`src/rtl/core/pl0lex_pkg.sv`:
```
`timescale 1ns / 1ps

package pl0lex_pkg;

   // longest identifier the result word can carry, and the defaults
   localparam int unsigned NAME_LIMIT          = 11;
   localparam int unsigned NAME_MAX_DEFAULT    = 11;
   localparam int unsigned DIGITS_MAX_DEFAULT  = 5;
   localparam int unsigned KW_COUNT            = 14;

   localparam int unsigned KIND_W   = 6;
   localparam int unsigned ERR_W    = 3;
   localparam int unsigned VALUE_W  = 17;
   localparam int unsigned LEN_W    = 4;

   // token numbers
   localparam logic [KIND_W-1:0] TOK_ERROR     = 6'd0;
   localparam logic [KIND_W-1:0] TOK_IDENT     = 6'd2;
   localparam logic [KIND_W-1:0] TOK_NUMBER    = 6'd3;
   localparam logic [KIND_W-1:0] TOK_PLUS      = 6'd4;
   localparam logic [KIND_W-1:0] TOK_MINUS     = 6'd5;
   localparam logic [KIND_W-1:0] TOK_MULT      = 6'd6;
   localparam logic [KIND_W-1:0] TOK_SLASH     = 6'd7;
   localparam logic [KIND_W-1:0] TOK_ODD       = 6'd8;
   localparam logic [KIND_W-1:0] TOK_EQL       = 6'd9;
   localparam logic [KIND_W-1:0] TOK_NEQ       = 6'd10;
   localparam logic [KIND_W-1:0] TOK_LES       = 6'd11;
   localparam logic [KIND_W-1:0] TOK_LEQ       = 6'd12;
   localparam logic [KIND_W-1:0] TOK_GTR       = 6'd13;
   localparam logic [KIND_W-1:0] TOK_GEQ       = 6'd14;
   localparam logic [KIND_W-1:0] TOK_LPAREN    = 6'd15;
   localparam logic [KIND_W-1:0] TOK_RPAREN    = 6'd16;
   localparam logic [KIND_W-1:0] TOK_COMMA     = 6'd17;
   localparam logic [KIND_W-1:0] TOK_SEMICOLON = 6'd18;
   localparam logic [KIND_W-1:0] TOK_PERIOD    = 6'd19;
   localparam logic [KIND_W-1:0] TOK_BECOMES   = 6'd20;
   localparam logic [KIND_W-1:0] TOK_BEGIN     = 6'd21;
   localparam logic [KIND_W-1:0] TOK_END       = 6'd22;
   localparam logic [KIND_W-1:0] TOK_IF        = 6'd23;
   localparam logic [KIND_W-1:0] TOK_THEN      = 6'd24;
   localparam logic [KIND_W-1:0] TOK_WHILE     = 6'd25;
   localparam logic [KIND_W-1:0] TOK_DO        = 6'd26;
   localparam logic [KIND_W-1:0] TOK_CALL      = 6'd27;
   localparam logic [KIND_W-1:0] TOK_CONST     = 6'd28;
   localparam logic [KIND_W-1:0] TOK_VAR       = 6'd29;
   localparam logic [KIND_W-1:0] TOK_PROCEDURE = 6'd30;
   localparam logic [KIND_W-1:0] TOK_WRITE     = 6'd31;
   localparam logic [KIND_W-1:0] TOK_READ      = 6'd32;
   localparam logic [KIND_W-1:0] TOK_ELSE      = 6'd33;

   // error codes
   localparam logic [ERR_W-1:0] ERR_NONE         = 3'd0;
   localparam logic [ERR_W-1:0] ERR_NAME_LONG    = 3'd1;
   localparam logic [ERR_W-1:0] ERR_NUMBER_LONG  = 3'd2;
   localparam logic [ERR_W-1:0] ERR_LETTER_AFTER = 3'd3;
   localparam logic [ERR_W-1:0] ERR_LONE_COLON   = 3'd4;
   localparam logic [ERR_W-1:0] ERR_INVALID      = 3'd5;
   localparam logic [ERR_W-1:0] ERR_OPEN_COMMENT = 3'd6;

   typedef logic [NAME_LIMIT-1:0][7:0] name_bytes_type;

   typedef struct packed {
      logic [7:0] char_in;
      logic       end_of_input;
   } req_type;

   typedef struct packed {
      logic [KIND_W-1:0]  token_kind;
      logic [ERR_W-1:0]   error_code;
      logic [VALUE_W-1:0] number_value;
      logic [LEN_W-1:0]   name_length;
      logic [63:0]        name_first_eight;
      logic [23:0]        name_last_three;
      logic               last_of_run;
   } rsp_type;

   // keyword text, right aligned, with its length and token
   localparam logic [71:0] KW_TEXT [KW_COUNT] = '{
      72'("const"), 72'("var"), 72'("procedure"), 72'("call"), 72'("begin"),
      72'("end"), 72'("if"), 72'("then"), 72'("else"), 72'("while"),
      72'("do"), 72'("read"), 72'("write"), 72'("odd")
   };
   localparam logic [LEN_W-1:0] KW_LEN [KW_COUNT] = '{
      4'd5, 4'd3, 4'd9, 4'd4, 4'd5, 4'd3, 4'd2, 4'd4, 4'd4, 4'd5, 4'd2, 4'd4, 4'd5, 4'd3
   };
   localparam logic [KIND_W-1:0] KW_TOK [KW_COUNT] = '{
      TOK_CONST, TOK_VAR, TOK_PROCEDURE, TOK_CALL, TOK_BEGIN, TOK_END, TOK_IF,
      TOK_THEN, TOK_ELSE, TOK_WHILE, TOK_DO, TOK_READ, TOK_WRITE, TOK_ODD
   };

   // first character into byte 0, zero padded
   function automatic name_bytes_type kw_bytes(logic [71:0] text, logic [LEN_W-1:0] len);
      name_bytes_type b;
      b = '0;
      for (int i = 0; i < 9; i++) begin
         if (i < int'(len)) begin
            b[i] = text[8*(int'(len)-1-i) +: 8];
         end
      end
      return b;
   endfunction

   function automatic rsp_type tok_result(logic [KIND_W-1:0] kind);
      rsp_type r;
      r = '0;
      r.token_kind = kind;
      return r;
   endfunction

   function automatic rsp_type err_result(logic [ERR_W-1:0] code);
      rsp_type r;
      r = '0;
      r.token_kind = TOK_ERROR;
      r.error_code = code;
      return r;
   endfunction

   function automatic rsp_type num_result(logic [VALUE_W-1:0] value);
      rsp_type r;
      r = '0;
      r.token_kind   = TOK_NUMBER;
      r.number_value = value;
      return r;
   endfunction

   // keyword match for letter-only words, else identifier
   function automatic rsp_type word_result(name_bytes_type name, logic [LEN_W-1:0] len,
                                           logic saw_digit);
      rsp_type r;
      logic    hit;
      r   = '0;
      hit = 1'b0;
      r.token_kind       = TOK_IDENT;
      r.name_length      = len;
      r.name_first_eight = name[7:0];
      r.name_last_three  = name[10:8];
      for (int k = 0; k < KW_COUNT; k++) begin
         if (!saw_digit && !hit && len == KW_LEN[k] &&
             name == kw_bytes(KW_TEXT[k], KW_LEN[k])) begin
            hit = 1'b1;
            r   = tok_result(KW_TOK[k]);
         end
      end
      return r;
   endfunction

endpackage

```
`src/rtl/core/pl0_lexer_with_comment_strip_top.sv`:
```
`timescale 1ns / 1ps

// channel  dir  handshake            word
// req_     in   req_valid/req_ready  pl0lex_pkg::req_type (source byte, end flag)
// rsp_     out  rsp_valid/rsp_ready  pl0lex_pkg::rsp_type (one token or error)
//
// one source byte is taken per cycle while req_ready is high; the scan state updates in the same cycle
// a byte yields zero, one or two tokens; two tokens leave one after the other
// since the result port moves one word a cycle while rsp_ready is high
// a two-deep queue of token pairs sits before the result port, req_ready is
// low only when both slots hold undelivered tokens
// reset is synchronous and returns the scanner to idle with the queue empty

module pl0_lexer_with_comment_strip_top #(
   parameter int unsigned NAME_MAX   = pl0lex_pkg::NAME_MAX_DEFAULT,
   parameter int unsigned DIGITS_MAX = pl0lex_pkg::DIGITS_MAX_DEFAULT
) (
   input  logic                clock,
   input  logic                reset,
   input  logic                req_valid,
   output logic                req_ready,
   input  pl0lex_pkg::req_type req_data,
   output logic                rsp_valid,
   input  logic                rsp_ready,
   output pl0lex_pkg::rsp_type rsp_data
);

   localparam int unsigned CW = $clog2(NAME_MAX + 1);
   localparam int unsigned IW = $clog2(NAME_MAX);
   localparam int unsigned DW = $clog2(DIGITS_MAX + 1);
   localparam int unsigned VW = pl0lex_pkg::VALUE_W;

   // scan modes
   localparam logic [3:0] M_IDLE    = 4'd0;
   localparam logic [3:0] M_NAME    = 4'd1;
   localparam logic [3:0] M_NUMBER  = 4'd2;
   localparam logic [3:0] M_SLASH   = 4'd3;
   localparam logic [3:0] M_COMMENT = 4'd4;
   localparam logic [3:0] M_CSTAR   = 4'd5;
   localparam logic [3:0] M_LESS    = 4'd6;
   localparam logic [3:0] M_GREATER = 4'd7;
   localparam logic [3:0] M_COLON   = 4'd8;
   localparam logic [3:0] M_DISCARD = 4'd9;

   typedef struct packed {
      pl0lex_pkg::rsp_type first;
      pl0lex_pkg::rsp_type second;
      logic                two;
   } pair_type;

   // scanner state
   logic [3:0]                mode_ff, mode_in;
   logic [NAME_MAX-1:0][7:0]  store_ff, store_in;
   logic [CW-1:0]             cnt_ff, cnt_in;
   logic                      saw_ff, saw_in;
   logic [VW-1:0]             acc_ff, acc_in;
   logic [DW-1:0]             dcnt_ff, dcnt_in;

   // token pair queue
   pair_type                  q_ff [2];
   logic [1:0]                qcnt_ff, qcnt_in;
   logic                      head_ff, head_in;
   logic                      sel_ff, sel_in;

   logic [7:0]                c;
   logic                      is_let, is_dig, is_spc;
   logic                      start_tok;
   logic                      cont_v, start_v, flush_v;
   pl0lex_pkg::rsp_type       cont_r, start_r, flush_r;
   pl0lex_pkg::name_bytes_type name_old, name_new;
   pair_type                  pair;
   logic                      req_fire, push, rsp_fire, pop_pair;
   pl0lex_pkg::rsp_type       head_first, head_second;

   assign c      = req_data.char_in;
   assign is_let = (c >= "a" && c <= "z") || (c >= "A" && c <= "Z");
   assign is_dig = (c >= "0" && c <= "9");
   assign is_spc = (c == " ") || (c >= 8'd9 && c <= 8'd13);

   // identifier bytes padded to the result width, before and after this byte
   always_comb begin
      name_old = '0;
      name_new = '0;
      for (int i = 0; i < NAME_MAX; i++) begin
         name_old[i] = store_ff[i];
         name_new[i] = store_in[i];
      end
   end

   // one byte: finish the pending token, start a new one, then flush on end
   always_comb begin
      mode_in   = mode_ff;
      store_in  = store_ff;
      cnt_in    = cnt_ff;
      saw_in    = saw_ff;
      acc_in    = acc_ff;
      dcnt_in   = dcnt_ff;
      start_tok = 1'b0;
      cont_v    = 1'b0;
      cont_r    = '0;
      start_v   = 1'b0;
      start_r   = '0;
      flush_v   = 1'b0;
      flush_r   = '0;

      unique case (mode_ff)
         M_NAME: begin
            if (is_let || is_dig) begin
               if (cnt_ff >= CW'(NAME_MAX)) begin
                  cont_v  = 1'b1;
                  cont_r  = pl0lex_pkg::err_result(pl0lex_pkg::ERR_NAME_LONG);
                  mode_in = M_DISCARD;
               end else begin
                  store_in[cnt_ff[IW-1:0]] = c;
                  cnt_in = cnt_ff + CW'(1);
                  saw_in = saw_ff | is_dig;
               end
            end else begin
               cont_v    = 1'b1;
               cont_r    = pl0lex_pkg::word_result(name_old,
                              pl0lex_pkg::LEN_W'(cnt_ff), saw_ff);
               start_tok = 1'b1;
            end
         end
         M_NUMBER: begin
            if (is_dig) begin
               if (dcnt_ff >= DW'(DIGITS_MAX)) begin
                  cont_v  = 1'b1;
                  cont_r  = pl0lex_pkg::err_result(pl0lex_pkg::ERR_NUMBER_LONG);
                  mode_in = M_DISCARD;
               end else begin
                  // times ten as two shifts, plus the digit
                  acc_in  = (acc_ff << 3) + (acc_ff << 1) + {{(VW-4){1'b0}}, c[3:0]};
                  dcnt_in = dcnt_ff + DW'(1);
               end
            end else if (is_let) begin
               cont_v  = 1'b1;
               cont_r  = pl0lex_pkg::err_result(pl0lex_pkg::ERR_LETTER_AFTER);
               mode_in = M_DISCARD;
            end else begin
               cont_v    = 1'b1;
               cont_r    = pl0lex_pkg::num_result(acc_ff);
               start_tok = 1'b1;
            end
         end
         M_SLASH: begin
            if (c == "*") begin
               mode_in = M_COMMENT;
            end else begin
               cont_v    = 1'b1;
               cont_r    = pl0lex_pkg::tok_result(pl0lex_pkg::TOK_SLASH);
               start_tok = 1'b1;
            end
         end
         M_COMMENT: begin
            if (c == "*") begin
               mode_in = M_CSTAR;
            end
         end
         M_CSTAR: begin
            if (c == "/") begin
               mode_in = M_IDLE;
            end else if (c != "*") begin
               mode_in = M_COMMENT;
            end
         end
         M_LESS: begin
            cont_v = 1'b1;
            if (c == "=") begin
               cont_r  = pl0lex_pkg::tok_result(pl0lex_pkg::TOK_LEQ);
               mode_in = M_IDLE;
            end else if (c == ">") begin
               cont_r  = pl0lex_pkg::tok_result(pl0lex_pkg::TOK_NEQ);
               mode_in = M_IDLE;
            end else begin
               cont_r    = pl0lex_pkg::tok_result(pl0lex_pkg::TOK_LES);
               start_tok = 1'b1;
            end
         end
         M_GREATER: begin
            cont_v = 1'b1;
            if (c == "=") begin
               cont_r  = pl0lex_pkg::tok_result(pl0lex_pkg::TOK_GEQ);
               mode_in = M_IDLE;
            end else begin
               cont_r    = pl0lex_pkg::tok_result(pl0lex_pkg::TOK_GTR);
               start_tok = 1'b1;
            end
         end
         M_COLON: begin
            cont_v = 1'b1;
            if (c == "=") begin
               cont_r  = pl0lex_pkg::tok_result(pl0lex_pkg::TOK_BECOMES);
               mode_in = M_IDLE;
            end else begin
               cont_r  = pl0lex_pkg::err_result(pl0lex_pkg::ERR_LONE_COLON);
               mode_in = M_DISCARD;
            end
         end
         M_DISCARD: begin
            mode_in = M_DISCARD;
         end
         default: begin
            start_tok = 1'b1;
         end
      endcase

      if (start_tok) begin
         mode_in = M_IDLE;
         if (is_let) begin
            store_in    = '0;
            store_in[0] = c;
            cnt_in      = CW'(1);
            saw_in      = 1'b0;
            mode_in     = M_NAME;
         end else if (is_dig) begin
            acc_in  = {{(VW-4){1'b0}}, c[3:0]};
            dcnt_in = DW'(1);
            mode_in = M_NUMBER;
         end else if (!is_spc) begin
            start_v = 1'b1;
            case (c)
               "/": begin start_v = 1'b0; mode_in = M_SLASH;   end
               "<": begin start_v = 1'b0; mode_in = M_LESS;    end
               ">": begin start_v = 1'b0; mode_in = M_GREATER; end
               ":": begin start_v = 1'b0; mode_in = M_COLON;   end
               "+": start_r = pl0lex_pkg::tok_result(pl0lex_pkg::TOK_PLUS);
               "-": start_r = pl0lex_pkg::tok_result(pl0lex_pkg::TOK_MINUS);
               "*": start_r = pl0lex_pkg::tok_result(pl0lex_pkg::TOK_MULT);
               "=": start_r = pl0lex_pkg::tok_result(pl0lex_pkg::TOK_EQL);
               "(": start_r = pl0lex_pkg::tok_result(pl0lex_pkg::TOK_LPAREN);
               ")": start_r = pl0lex_pkg::tok_result(pl0lex_pkg::TOK_RPAREN);
               ",": start_r = pl0lex_pkg::tok_result(pl0lex_pkg::TOK_COMMA);
               ";": start_r = pl0lex_pkg::tok_result(pl0lex_pkg::TOK_SEMICOLON);
               ".": start_r = pl0lex_pkg::tok_result(pl0lex_pkg::TOK_PERIOD);
               default: begin
                  start_r = pl0lex_pkg::err_result(pl0lex_pkg::ERR_INVALID);
                  mode_in = M_DISCARD;
               end
            endcase
         end
      end

      // end flag: flush what is pending and go idle
      if (req_data.end_of_input) begin
         unique case (mode_in)
            M_NAME: begin
               flush_v = 1'b1;
               flush_r = pl0lex_pkg::word_result(name_new,
                            pl0lex_pkg::LEN_W'(cnt_in), saw_in);
            end
            M_NUMBER: begin
               flush_v = 1'b1;
               flush_r = pl0lex_pkg::num_result(acc_in);
            end
            M_SLASH: begin
               flush_v = 1'b1;
               flush_r = pl0lex_pkg::tok_result(pl0lex_pkg::TOK_SLASH);
            end
            M_COMMENT, M_CSTAR: begin
               flush_v = 1'b1;
               flush_r = pl0lex_pkg::err_result(pl0lex_pkg::ERR_OPEN_COMMENT);
            end
            M_LESS: begin
               flush_v = 1'b1;
               flush_r = pl0lex_pkg::tok_result(pl0lex_pkg::TOK_LES);
            end
            M_GREATER: begin
               flush_v = 1'b1;
               flush_r = pl0lex_pkg::tok_result(pl0lex_pkg::TOK_GTR);
            end
            M_COLON: begin
               flush_v = 1'b1;
               flush_r = pl0lex_pkg::err_result(pl0lex_pkg::ERR_LONE_COLON);
            end
            default: begin
               flush_v = 1'b0;
            end
         endcase
         mode_in = M_IDLE;
      end
   end

   // pack the at most two tokens of this byte in order, mark the last one
   always_comb begin
      pair.first  = cont_v ? cont_r : (start_v ? start_r : flush_r);
      pair.second = (cont_v && start_v) ? start_r : flush_r;
      pair.two    = (cont_v && start_v) || (cont_v && flush_v) || (start_v && flush_v);
      pair.first.last_of_run  = !pair.two;
      pair.second.last_of_run = 1'b1;
   end

   assign req_ready = (qcnt_ff != 2'd2);
   assign req_fire  = req_valid && req_ready;
   assign push      = req_fire && (cont_v || start_v || flush_v);

   assign head_first  = q_ff[head_ff].first;
   assign head_second = q_ff[head_ff].second;
   assign rsp_valid   = (qcnt_ff != 2'd0);
   assign rsp_data    = sel_ff ? head_second : head_first;
   assign rsp_fire    = rsp_valid && rsp_ready;
   assign pop_pair    = rsp_fire && (sel_ff || !q_ff[head_ff].two);

   always_comb begin
      qcnt_in = qcnt_ff + {1'b0, push} - {1'b0, pop_pair};
      head_in = pop_pair ? ~head_ff : head_ff;
      sel_in  = sel_ff;
      if (pop_pair) begin
         sel_in = 1'b0;
      end else if (rsp_fire) begin
         sel_in = 1'b1;
      end
   end

   always_ff @(posedge clock) begin
      if (reset) begin
         mode_ff <= M_IDLE;
         cnt_ff  <= '0;
         saw_ff  <= 1'b0;
         dcnt_ff <= '0;
      end else if (req_fire) begin
         mode_ff <= mode_in;
         cnt_ff  <= cnt_in;
         saw_ff  <= saw_in;
         dcnt_ff <= dcnt_in;
      end
   end

   // token text and value carry no reset, a new token always loads them
   always_ff @(posedge clock) begin
      if (req_fire) begin
         store_ff <= store_in;
         acc_ff   <= acc_in;
      end
   end

   always_ff @(posedge clock) begin
      if (reset) begin
         qcnt_ff <= '0;
         head_ff <= 1'b0;
         sel_ff  <= 1'b0;
      end else begin
         qcnt_ff <= qcnt_in;
         head_ff <= head_in;
         sel_ff  <= sel_in;
      end
   end

   // write at the tail slot, head plus count before this cycle's pop
   always_ff @(posedge clock) begin
      if (push) begin
         q_ff[head_ff ^ qcnt_ff[0]] <= pair;
      end
   end

endmodule
```
`config.mk`:
```
export PLATFORM = sky130hd
export DESIGN_NAME = pl0_lexer_with_comment_strip_top
export DESIGN_NICKNAME = d
export VERILOG_FILES = /design/src/rtl/core/pl0lex_pkg.sv /design/src/rtl/core/pl0_lexer_with_comment_strip_top.sv
export SDC_FILE = /design/constraint.sdc
export NUM_CORES = 1
export LEC_CHECK = 0
export BUFFER_PORTS_ARGS = -buffer_cell sky130_fd_sc_hd__buf_2
export CAP_MARGIN = 40
export CORE_MARGIN = 2
export CORE_UTILIZATION = 55
export DETAILED_ROUTE_END_ITERATION = 6
export PLACE_DENSITY = 0.71
export SLEW_MARGIN = 10
export SYNTH_ARGS = -nofsm -noshare
export SYNTH_HDL_FRONTEND = slang
export SYNTH_SLANG_ARGS = --single-unit
```
`constraint.sdc`:
```
create_clock -name clock -period 38 [get_ports clock]
set_input_delay 7.6 -clock clock [delete_from_list [all_inputs] [get_ports clock]]
set_output_delay 7.6 -clock clock [all_outputs]
set_load 0.005 [all_outputs]
```
==> Implementation_results.wiki, run 1 <==
{| class="wikitable"
! Metric !! Value
|-
| Result of the run || complete, no violations
|-
| Overall power of the completed layout || 2.33 mW
|-
| Mapped Nets || 2318
|-
| Wire length per cell after detailed routing || 30.7 um
|-
| Final critical-path required period || between 10 and 15 ns
|-
| Area fraction in compound gates after synthesis || 10.3%
|-
| Final wirelength || 95900 um
|-
| Proportion of synthesized flip-flops having asynchronous set or reset || 0%
|-
| Number of maximum-capacitance constraint violations || 0
|-
| Die height || 237 um
|-
| Number of I/O port buffers || 133
|-
| Startpoint of the most critical hold path || dcnt_ff[1]$_SDFFE_PP0P_
|-
| Core outline area || 53800 sq um
|-
| Adder-cell share of the synthesized area || 1.64%
|-
| Required time reported for the critical path endpoint || 38.39 ns
|-
| Post-Route Hold Slack || 0.533 ns
|-
| Switching share of power || between 30% and 40%
|-
| Worst-path cell with the longest stage delay || sky130_fd_sc_hd__or4_1
|-
| CTS HTree Levels || 2
|-
| Peak Freq || 0.0737 GHz
|-
| Detailed placement HPWL || 68100 um
|-
| Static leakage || 12.1 nW
|-
| Crit start category || input pin
|-
| Xor-xnor portion of the synthesized cell area || less than 1%
|-
| Cell Chain, Critical Path || buf_2 -> buf_4 -> nor2b_1 -> nor4_1 -> or4_1 -> o21a_4 -> buf_4 -> nor4b_1 -> nor2_1 -> or4_1 -> o32ai_1 -> a2111oi_2 -> buf_4 -> nand2_1 -> buf_4 -> nor2_1 -> buf_4 -> a32o_1
|-
| Area of the mapped netlist || roughly 30000 sq um
|-
| Clock power share || 25.2%
|-
| Worst stage delay on the critical path || 0.66 ns
|-
| Placer's final routability congestion estimate || between 1 and 1.5
|-
| Final standard cell utilization of the core || 62.2%
|-
| Non-filler cells in the finished layout || 3127
|-
| Via count normalized by instance count || 6.91
|-
| Number of remaining DRC errors || 0
|-
| Slew at the pin closest to its max-slew limit || 0.956 ns
|-
| Number of buffers created by CTS || 59
|-
| Part of the power in registers || 45.0%
|-
| First-pass GRT wire length || 140000 um
|-
| Register bit count reported by yosys || 598
|-
| Min-Delay Path Class || flip-flop to flip-flop
|-
| Floorplan row count || 85
|-
| Wire length on met2 || ~44000 um
|-
| Post-route cell area || 33500 sq um
|-
| Skew-Pair Late Insertion Delay || 0.64 ns
|-
| Worst VDD drop || 0.0510 mV
|-
| Post-CTS setup-driven buffer insertion count || 0
|-
| Synthesized netlist cell count || 2267
|-
| Detailed route wirelength on metal3 || 8480 um
|-
| Power dissipated by switching net loads || 0.755 mW
|-
| Worst hold endpoint || dcnt_ff[1]$_SDFFE_PP0P_
|-
| Sequential-to-total area share from yosys stat || 59.4%
|-
| Fillcell total || roughly 4000
|-
| Total via count in the routed design || between 20000 and 25000
|-
| Routed met1 length || 39700 um
|-
| Power Dens Cells || 69.7 nW/um^2
|-
| Deepest clock path buffer count || 3
|-
| Count of hold-fix buffers inserted at cts || 0
|-
| Clock slew at the register clock pins of the worst setup and hold paths || 0.07 ns
|-
| Worst path setup slack after routing || 24.44 ns
|-
| Count of flip-flops with a built-in enable after synthesis || 581
|-
| Share of post-route cells with drive strength above 1 || 18.9%
|-
| Crit share post-route || 35.7%
|-
| Launch point of the worst path || req_data[2]
|-
| Mean post-synth cell area || 13.2 sq um
|-
| Slew Limit Headroom || 35.8%
|-
| Logic gate share of total power || slightly below 30%
|-
| CP endpoint kind || flip-flop
|-
| Router iterations before antenna repair || 6
|-
| Effective utilization at floorplan || 55.6%
|-
| P_int || 1.58 mW
|-
| Clock tree from TritonCTS || built
|-
| Final Max Slew Viols || 0
|-
| Area taken by multi-input logic gates || ~11000 sq um
|-
| Yosys synthesis warning count || 0
|-
| Combinational family with the most area after synthesis || simple AND/OR/NAND/NOR gates
|-
| Setup-failing EPs final || 0
|-
| Violation count after the first detailed-routing iteration || 2900
|-
| Post-synthesis share of cell area spent on and, or, nand and nor gates || 14.4%
|-
| Worst reg2reg setup slack || 31.09 ns
|-
| Number of sinks handled by clock tree synthesis || 598
|-
| Number of unique standard cell types used by synthesis || between 100 and 150
|-
| Top flip-flop cell by instance count after synthesis || sky130_fd_sc_hd__edfxtp_1
|-
| Reg2Reg Capture Point || q_ff[1][131]$_DFFE_PP_
|-
| Final net count || 2430
|-
| Area enclosed by the die boundary || about 56000 sq um
|-
| Mux contribution to synthesized area || between 10% and 20%
|-
| Placed inst area || 31500 sq um
|-
| Place WS || 23.94 ns
|-
| Reg-to-reg critical path startpoint || mode_ff[0]$_SDFFE_PP0P_
|-
| Total global-route track usage || 33.8%
|-
| Inst Count DP || 3013
|-
| Number of gates given a new drive strength after cts || 0
|-
| Antenna-violating nets left || 0
|-
| Top routing layer in use || met4
|-
| Path depth of the worst reg2reg path || 15
|-
| Cell occurring most often along the worst timing path || sky130_fd_sc_hd__buf_4
|-
| Horizontal die dimension || 237 um
|-
| Peak fanout along the critical path || 43
|-
| Sequential cell area || 17800 sq um
|-
| Area growth syn-to-layout || 11.8%
|-
| Setup repair after global routing missed its margin || no
|-
| Clock root buffer master || sky130_fd_sc_hd__clkbuf_16
|-
| Worst EP arrival || 13.95 ns
|-
| Fin. Hold Viols || 0
|-
| Maximum clock skew at final layout || 0.0367 ns
|-
| Pin count of the biggest net entering global routing || 64
|-
| Congestion Overflow GR || 0
|-
| Category of the most critical setup path || input pin to flip-flop
|-
| Final sum of negative setup slack || 0 ns
|-
| Number of global-route vias before repair || 21155
|-
| Total I/O pin count || 134
|-
| Initial antenna violation count || 2
|-
| Hold depth || 2
|}
==> how the worst max path moves through the flow <==
stage          cells after the start  slack [ns]                endpoint
4_1_cts                           14       24.59  q_ff[1][191]$_DFFE_PP_
3_3_place_gp                      18       23.94  q_ff[0][164]$_DFFE_PP_
3_5_place_dp                      14       23.94    q_ff[1][3]$_DFFE_PP_
5_1_grt                           18       24.26  q_ff[1][131]$_DFFE_PP_
6_report                          18       24.44  q_ff[1][131]$_DFFE_PP_
2_1_floorplan                     12       16.18    q_ff[0][0]$_DFFE_PP_
==> critical path, delay by kind of cell <==
kind / cells / cell delay, ns
and+or+nand+nor: 8 / 3.15
buffers and inverters: 6 / 1.85
AOI/OAI and AO/OA: 4 / 1.21
==> area by class of cell <==
cell class              count  area share [%]
flip-flops and latches    598            53.1
multi-input cells        1492            34.2
repair buffers            198            3.81
inverters                  30           0.344
well taps                 696            2.60
clock inverters            46            1.37
diodes                      1         0.00747
clock buffers              66            4.49
==> layout by cell type (no fill, tap or decap), types with 11 or more instances in the layout <==
master,n
sky130_fd_sc_hd__edfxtp_1,581
sky130_fd_sc_hd__nor2_1,217
sky130_fd_sc_hd__nand2_1,153
sky130_fd_sc_hd__buf_2,135
sky130_fd_sc_hd__mux4_2,118
sky130_fd_sc_hd__a21oi_1,81
sky130_fd_sc_hd__nor3_1,67
sky130_fd_sc_hd__mux2i_1,63
sky130_fd_sc_hd__o21ai_0,62
sky130_fd_sc_hd__clkbuf_16,59
sky130_fd_sc_hd__and3_1,57
sky130_fd_sc_hd__a21o_1,54
sky130_fd_sc_hd__buf_4,52
sky130_fd_sc_hd__nand4_1,49
sky130_fd_sc_hd__nand3_1,48
sky130_fd_sc_hd__a22o_1,44
sky130_fd_sc_hd__ha_1,36
sky130_fd_sc_hd__nor4_1,34
sky130_fd_sc_hd__nor2b_1,29
sky130_fd_sc_hd__inv_1,29
sky130_fd_sc_hd__nand2b_1,23
sky130_fd_sc_hd__and2_1,23
sky130_fd_sc_hd__a211oi_1,16
sky130_fd_sc_hd__clkinv_1,15
sky130_fd_sc_hd__dfxtp_1,15
sky130_fd_sc_hd__or3_1,14
sky130_fd_sc_hd__xnor2_1,13
sky130_fd_sc_hd__o22ai_1,13
sky130_fd_sc_hd__nor3b_1,12
sky130_fd_sc_hd__or4_1,11
sky130_fd_sc_hd__nand3b_1,11
sky130_fd_sc_hd__clkinv_2,11
==> power groups by stage <==
stage / logic, mW / registers [mW] / clock network (mW)
after global routing: 0.744 / 1.07 / 0.621
after global placement: 0.664 / 1.05 / 0
final: 0.695 / 1.05 / 0.588
after floorplan: 0.439 / 1.08 / 0
after CTS: 0.697 / 1.05 / 0.596
after detailed placement: 0.693 / 1.06 / 0
==> registers in the layout, summed over array words and instances (netlist names), 2 cells and up, named ones only <==
register,count
dcnt_ff,3
cnt_ff,4
mode_ff,4
qcnt_ff,2
name_old,88
acc_ff,17
q_ff,476
==> per-layer routing <==
metal  GRT usage [%]  vias to the layer above
met5               0                        -
met4            13.2                        0
li1                -                     9221
met2            52.0                     1200
met1            47.7                    10947
met3            7.01                      234
==> cell usage after synthesis, drive strengths merged (11+ instances only) <==
cell	instances	share of area (%)
edfxtp	581	58
nor2	224	2.9
nand2	153	1.9
mux4	118	8.9
clkbuf	91	1.1
a21oi	82	1.4
o21ai	69	1.2
nor3	67	1.1
mux2i	64	2.2
and3	57	1.2
buf	56	0.93
a21o	54	1.4
nand4	50	1.1
nand3	49	0.84
a22o	44	1.3
nor4	37	0.89
ha	36	1.5
nor2b	30	0.63
inv	29	0.36
and2	24	0.51
nand2b	23	0.48
dfxtp	17	1.1
a211oi	16	0.40
o22ai	15	0.36
or3	14	0.29
nor3b	13	0.34
xnor2	13	0.38
nor4b	12	0.39
or4	12	0.31
nand3b	11	0.28
o211ai	11	0.29
==> logic make-up (layout without fill, tap and decap cells) <==
| family | count (synthesis) | in the layout |
|---|---|---|
| AOI/OAI and AO/OA | 430 | 430 |
| xor gates and xnor gates | 21 | 21 |
| adders and majority gates | 38 | 38 |
| buffers and inverters | 177 | 340 |
| DFF | 598 | 598 |
| muxes | 186 | 186 |
| other | 0 | 1 |
| and+or+nand+nor | 817 | 817 |
No activity file was read; power rests on OpenSTA's default activity.
==> run 2, diff against run 1 <==
- clock period: 38 -> 13.1 ns (I/O delays scaled with it)
==> run 2 against run 1 <==
Non-clock buffer count grew 8. Worst hold slack lost 0.0053 ns. Critical path depth is the same. First-iteration DRC count grew 3.8%. Largest cell class unchanged. Sequential power grew to 2.9 times the previous value. Combinational power grew to 2.9 times the previous value. Power grew to 2.9 times the previous value.
==> Implementation_results.wiki, run 2 (synthesized netlist as in run 1, its figures left out) <==
{| class="wikitable"
! Metric !! Value
|-
| Result of the run || complete, no violations (unchanged)
|-
| Min-Delay Path Class || flip-flop to flip-flop (unchanged)
|-
| Category of the most critical setup path || input pin to flip-flop (unchanged)
|-
| Deepest clock path buffer count || 3 (unchanged)
|-
| Pin count of the biggest net entering global routing || 125 (was 64)
|-
| Cell occurring most often along the worst timing path || sky130_fd_sc_hd__buf_4 (unchanged)
|-
| Number of I/O port buffers || 133 (unchanged)
|-
| Crit start category || input pin (unchanged)
|-
| Final Max Slew Viols || 0 (unchanged)
|-
| Horizontal die dimension || 237 um (unchanged)
|-
| Detailed placement HPWL || 71300 um (was 68100 um)
|-
| Number of maximum-capacitance constraint violations || 0 (unchanged)
|-
| Initial antenna violation count || 4 (was 2)
|-
| Leading cell type in the layout, fill and taps excluded || sky130_fd_sc_hd__edfxtp_1 (unchanged)
|-
| Startpoint of the most critical hold path || dcnt_ff[1]$_SDFFE_PP0P_ (unchanged)
|-
| Maximum clock skew at final layout || 0.0257 ns (was 0.0367 ns)
|-
| Router iterations before antenna repair || 6 (unchanged)
|-
| Final critical-path required period || 8.76 ns
|-
| Placed inst area || 31500 sq um (about the same)
|-
| Power Dens Cells || 201 nW/um^2 (was 69.7 nW/um^2)
|-
| Slew Limit Headroom || 31.8% (was 35.8%)
|-
| Crit share post-route || 66.9%
|-
| Wire length per cell after detailed routing || 32.0 um (was 30.7 um)
|-
| Placer's final routability congestion estimate || 1.01 (was 1.06)
|-
| Final net count || 2439 (was 2430)
|-
| Antenna-violating nets left || 0 (unchanged)
|-
| Total via count in the routed design || 21965 (was 21602)
|-
| Setup-failing EPs final || 0 (unchanged)
|-
| Number of gates given a new drive strength after cts || 0 (unchanged)
|-
| Floorplan row count || 85 (unchanged)
|-
| Clock power share || 24.1% (was 25.2%)
|-
| Place WS || 3.94 ns (was 23.94 ns)
|-
| Die height || 237 um (unchanged)
|-
| P_int || 4.51 mW (was 1.58 mW)
|-
| Number of remaining DRC errors || 0 (unchanged)
|-
| Number of global-route vias before repair || 21582 (was 21155)
|-
| First-pass GRT wire length || 146000 um (was 140000 um)
|-
| Core outline area || 53800 sq um (unchanged)
|-
| Clock tree from TritonCTS || built (unchanged)
|-
| Final sum of negative setup slack || 0 ns (unchanged)
|-
| Flip-flop count of the largest register after layout || 476 (unchanged)
|-
| Post-CTS setup-driven buffer insertion count || 0 (unchanged)
|-
| Via count normalized by instance count || 7.01 (was 6.91)
|-
| Overall power of the completed layout || 6.71 mW (was 2.33 mW)
|-
| Clock slew at the register clock pins of the worst setup and hold paths || 0.07 ns (about the same)
|-
| Worst path setup slack after routing || 4.34 ns (was 24.44 ns)
|-
| Reg-to-reg critical path startpoint || cnt_ff[0]$_SDFFE_PP0P_ (was mode_ff[0]$_SDFFE_PP0P_)
|-
| Violation count after the first detailed-routing iteration || 3011 (was 2900)
|-
| Inst Count DP || 3017 (was 3013)
|-
| Antenna diode count || 0 (was 1)
|-
| Effective utilization at floorplan || 55.6% (unchanged)
|-
| Slew at the pin closest to its max-slew limit || 1.02 ns (was 0.956 ns)
|-
| Skew-Pair Late Insertion Delay || 0.63 ns (was 0.64 ns)
|-
| Congestion Overflow GR || 0 (unchanged)
|-
| Static leakage || 12.0 nW (was 12.1 nW)
|-
| Highest-count cells in the layout ignoring fill and taps || sky130_fd_sc_hd__edfxtp_1, sky130_fd_sc_hd__nor2_1, sky130_fd_sc_hd__nand2_1 (unchanged)
|-
| Worst stage delay on the critical path || 0.67 ns (was 0.66 ns)
|-
| CP endpoint kind || flip-flop (unchanged)
|-
| Worst VDD drop || 0.287 mV (was 0.0510 mV)
|-
| Peak Freq || approximately 0.11 GHz
|-
| Total global-route track usage || 35.6% (was 33.8%)
|-
| Post-route cell area || 33400 sq um (was 33500 sq um)
|-
| Switching share of power || 32.7% (was 32.4%)
|-
| Worst reg2reg setup slack || 6.76 ns (was 31.09 ns)
|-
| Count of hold-fix buffers inserted at cts || 0 (unchanged)
|-
| Number of sinks handled by clock tree synthesis || 598 (unchanged)
|-
| Final wirelength || 100000 um (was 95900 um)
|-
| Worst-path cell with the longest stage delay || sky130_fd_sc_hd__buf_4 (was sky130_fd_sc_hd__or4_1)
|-
| Part of the power in registers || 45.7% (was 45.0%)
|-
| Area growth syn-to-layout || 11.6% (was 11.8%)
|-
| Area enclosed by the die boundary || 56300 sq um (unchanged)
|-
| Setup repair after global routing missed its margin || no (unchanged)
|-
| Launch point of the worst path || req_data[1] (was req_data[2])
|-
| Logic gate share of total power || 30.3% (was 29.8%)
|-
| Required time reported for the critical path endpoint || 13.58 ns (was 38.39 ns)
|-
| Share of post-route cells with drive strength above 1 || 19.0% (was 18.9%)
|-
| Power dissipated by switching net loads || 2.20 mW (was 0.755 mW)
|-
| CP top delay family || buffers and inverters (was simple AND/OR/NAND/NOR gates)
|-
| Number of buffers created by CTS || 60 (was 59)
|-
| CTS HTree Levels || 2 (unchanged)
|-
| Worst path buffer plus inverter count || 6 (unchanged)
|-
| Fin. Hold Viols || 0 (unchanged)
|-
| Peak fanout along the critical path || 55 (was 43)
|-
| Worst EP arrival || 9.24 ns (was 13.95 ns)
|-
| Non-filler cells in the finished layout || 3133 (was 3127)
|-
| Cell Chain, Critical Path || buf_2 -> buf_4 -> or3_1 -> o22ai_2 -> buf_4 -> nor2_1 -> o21a_4 -> buf_4 -> or3_1 -> nor2_1 -> nand4_1 -> o32ai_1 -> a2111oi_2 -> buf_4 -> nand3_2 -> buf_4 -> o22ai_1 -> a32o_1 (was buf_2 -> buf_4 -> nor2b_1 -> nor4_1 -> or4_1 -> o21a_4 -> buf_4 -> nor4b_1 -> nor2_1 -> or4_1 -> o32ai_1 -> a2111oi_2 -> buf_4 -> nand2_1 -> buf_4 -> nor2_1 -> buf_4 -> a32o_1)
|-
| Total I/O pin count || 134 (unchanged)
|-
| Clock root buffer master || sky130_fd_sc_hd__clkbuf_16 (unchanged)
|}
[run 2: cell count changes in the layout (fill, tap and decap cells not counted), sizes merged]
cell / before / now
buf: 197 / 205
clkbuf: 67 / 74
diode: 1 / 0
bufinv: 7 / 3
clkinv: 30 / 26
clkdlybuf4s15: 0 / 1
inv: 35 / 34
[run 2: tightest hold or removal path, stage by stage (launching register included)]
cell and delay (ns):
sky130_fd_sc_hd__dfxtp_1 0.33, sky130_fd_sc_hd__o21ai_0 0.08, sky130_fd_sc_hd__a21oi_1 0.07
[run 2: final timing paths]
check / end / cells after the start
setup reg to reg: q_ff[0][165]$_DFFE_PP_ / 16
hold reg to reg: dcnt_ff[1]$_SDFFE_PP0P_ / 2
hold / removal: dcnt_ff[1]$_SDFFE_PP0P_ / 2
setup / recovery: q_ff[0][165]$_DFFE_PP_ / 18
[run 2: through the flow]
stage	utilization [%]	hold slack [ns]
after floorplan	-	0.480
final	62.1	0.528
after detailed placement	58.5	0.514
after CTS	61.9	0.523
after global routing	62.1	0.556
after global placement	58.2	0.491
[run 2: layout make-up]
cell class / instances / area, sq um
Fill cell: 4051 / 20400
Sequential cell: 598 / 17800
Multi-Input combinational cell: 1492 / 11500
Clock buffer: 74 / 1550
Timing Repair Buffer: 206 / 1320
Tap cell: 696 / 871
Clock inverter: 37 / 284
Inverter: 30 / 115
[run 2: layer usage]
layer | track usage (%) | vias up | wire length [um]
li1 | - | 9223 | -
met3 | 6.28 | 269 | 9010
met4 | 15.0 | 4 | 4700
met2 | 55.1 | 1396 | 45900
met5 | 0 | - | 28
met1 | 50.1 | 11073 | 40700
[run 2: power by group through the flow]
stage               registers [mW]  clock network (mW)  logic (mW)
floorplan                     3.05                   0        1.27
global placement              3.06                   0        1.94
detailed placement            3.09                   0        2.00
CTS                           3.06                1.63        2.02
global route                  3.10                1.71        2.17
finish                        3.06                1.61        2.03
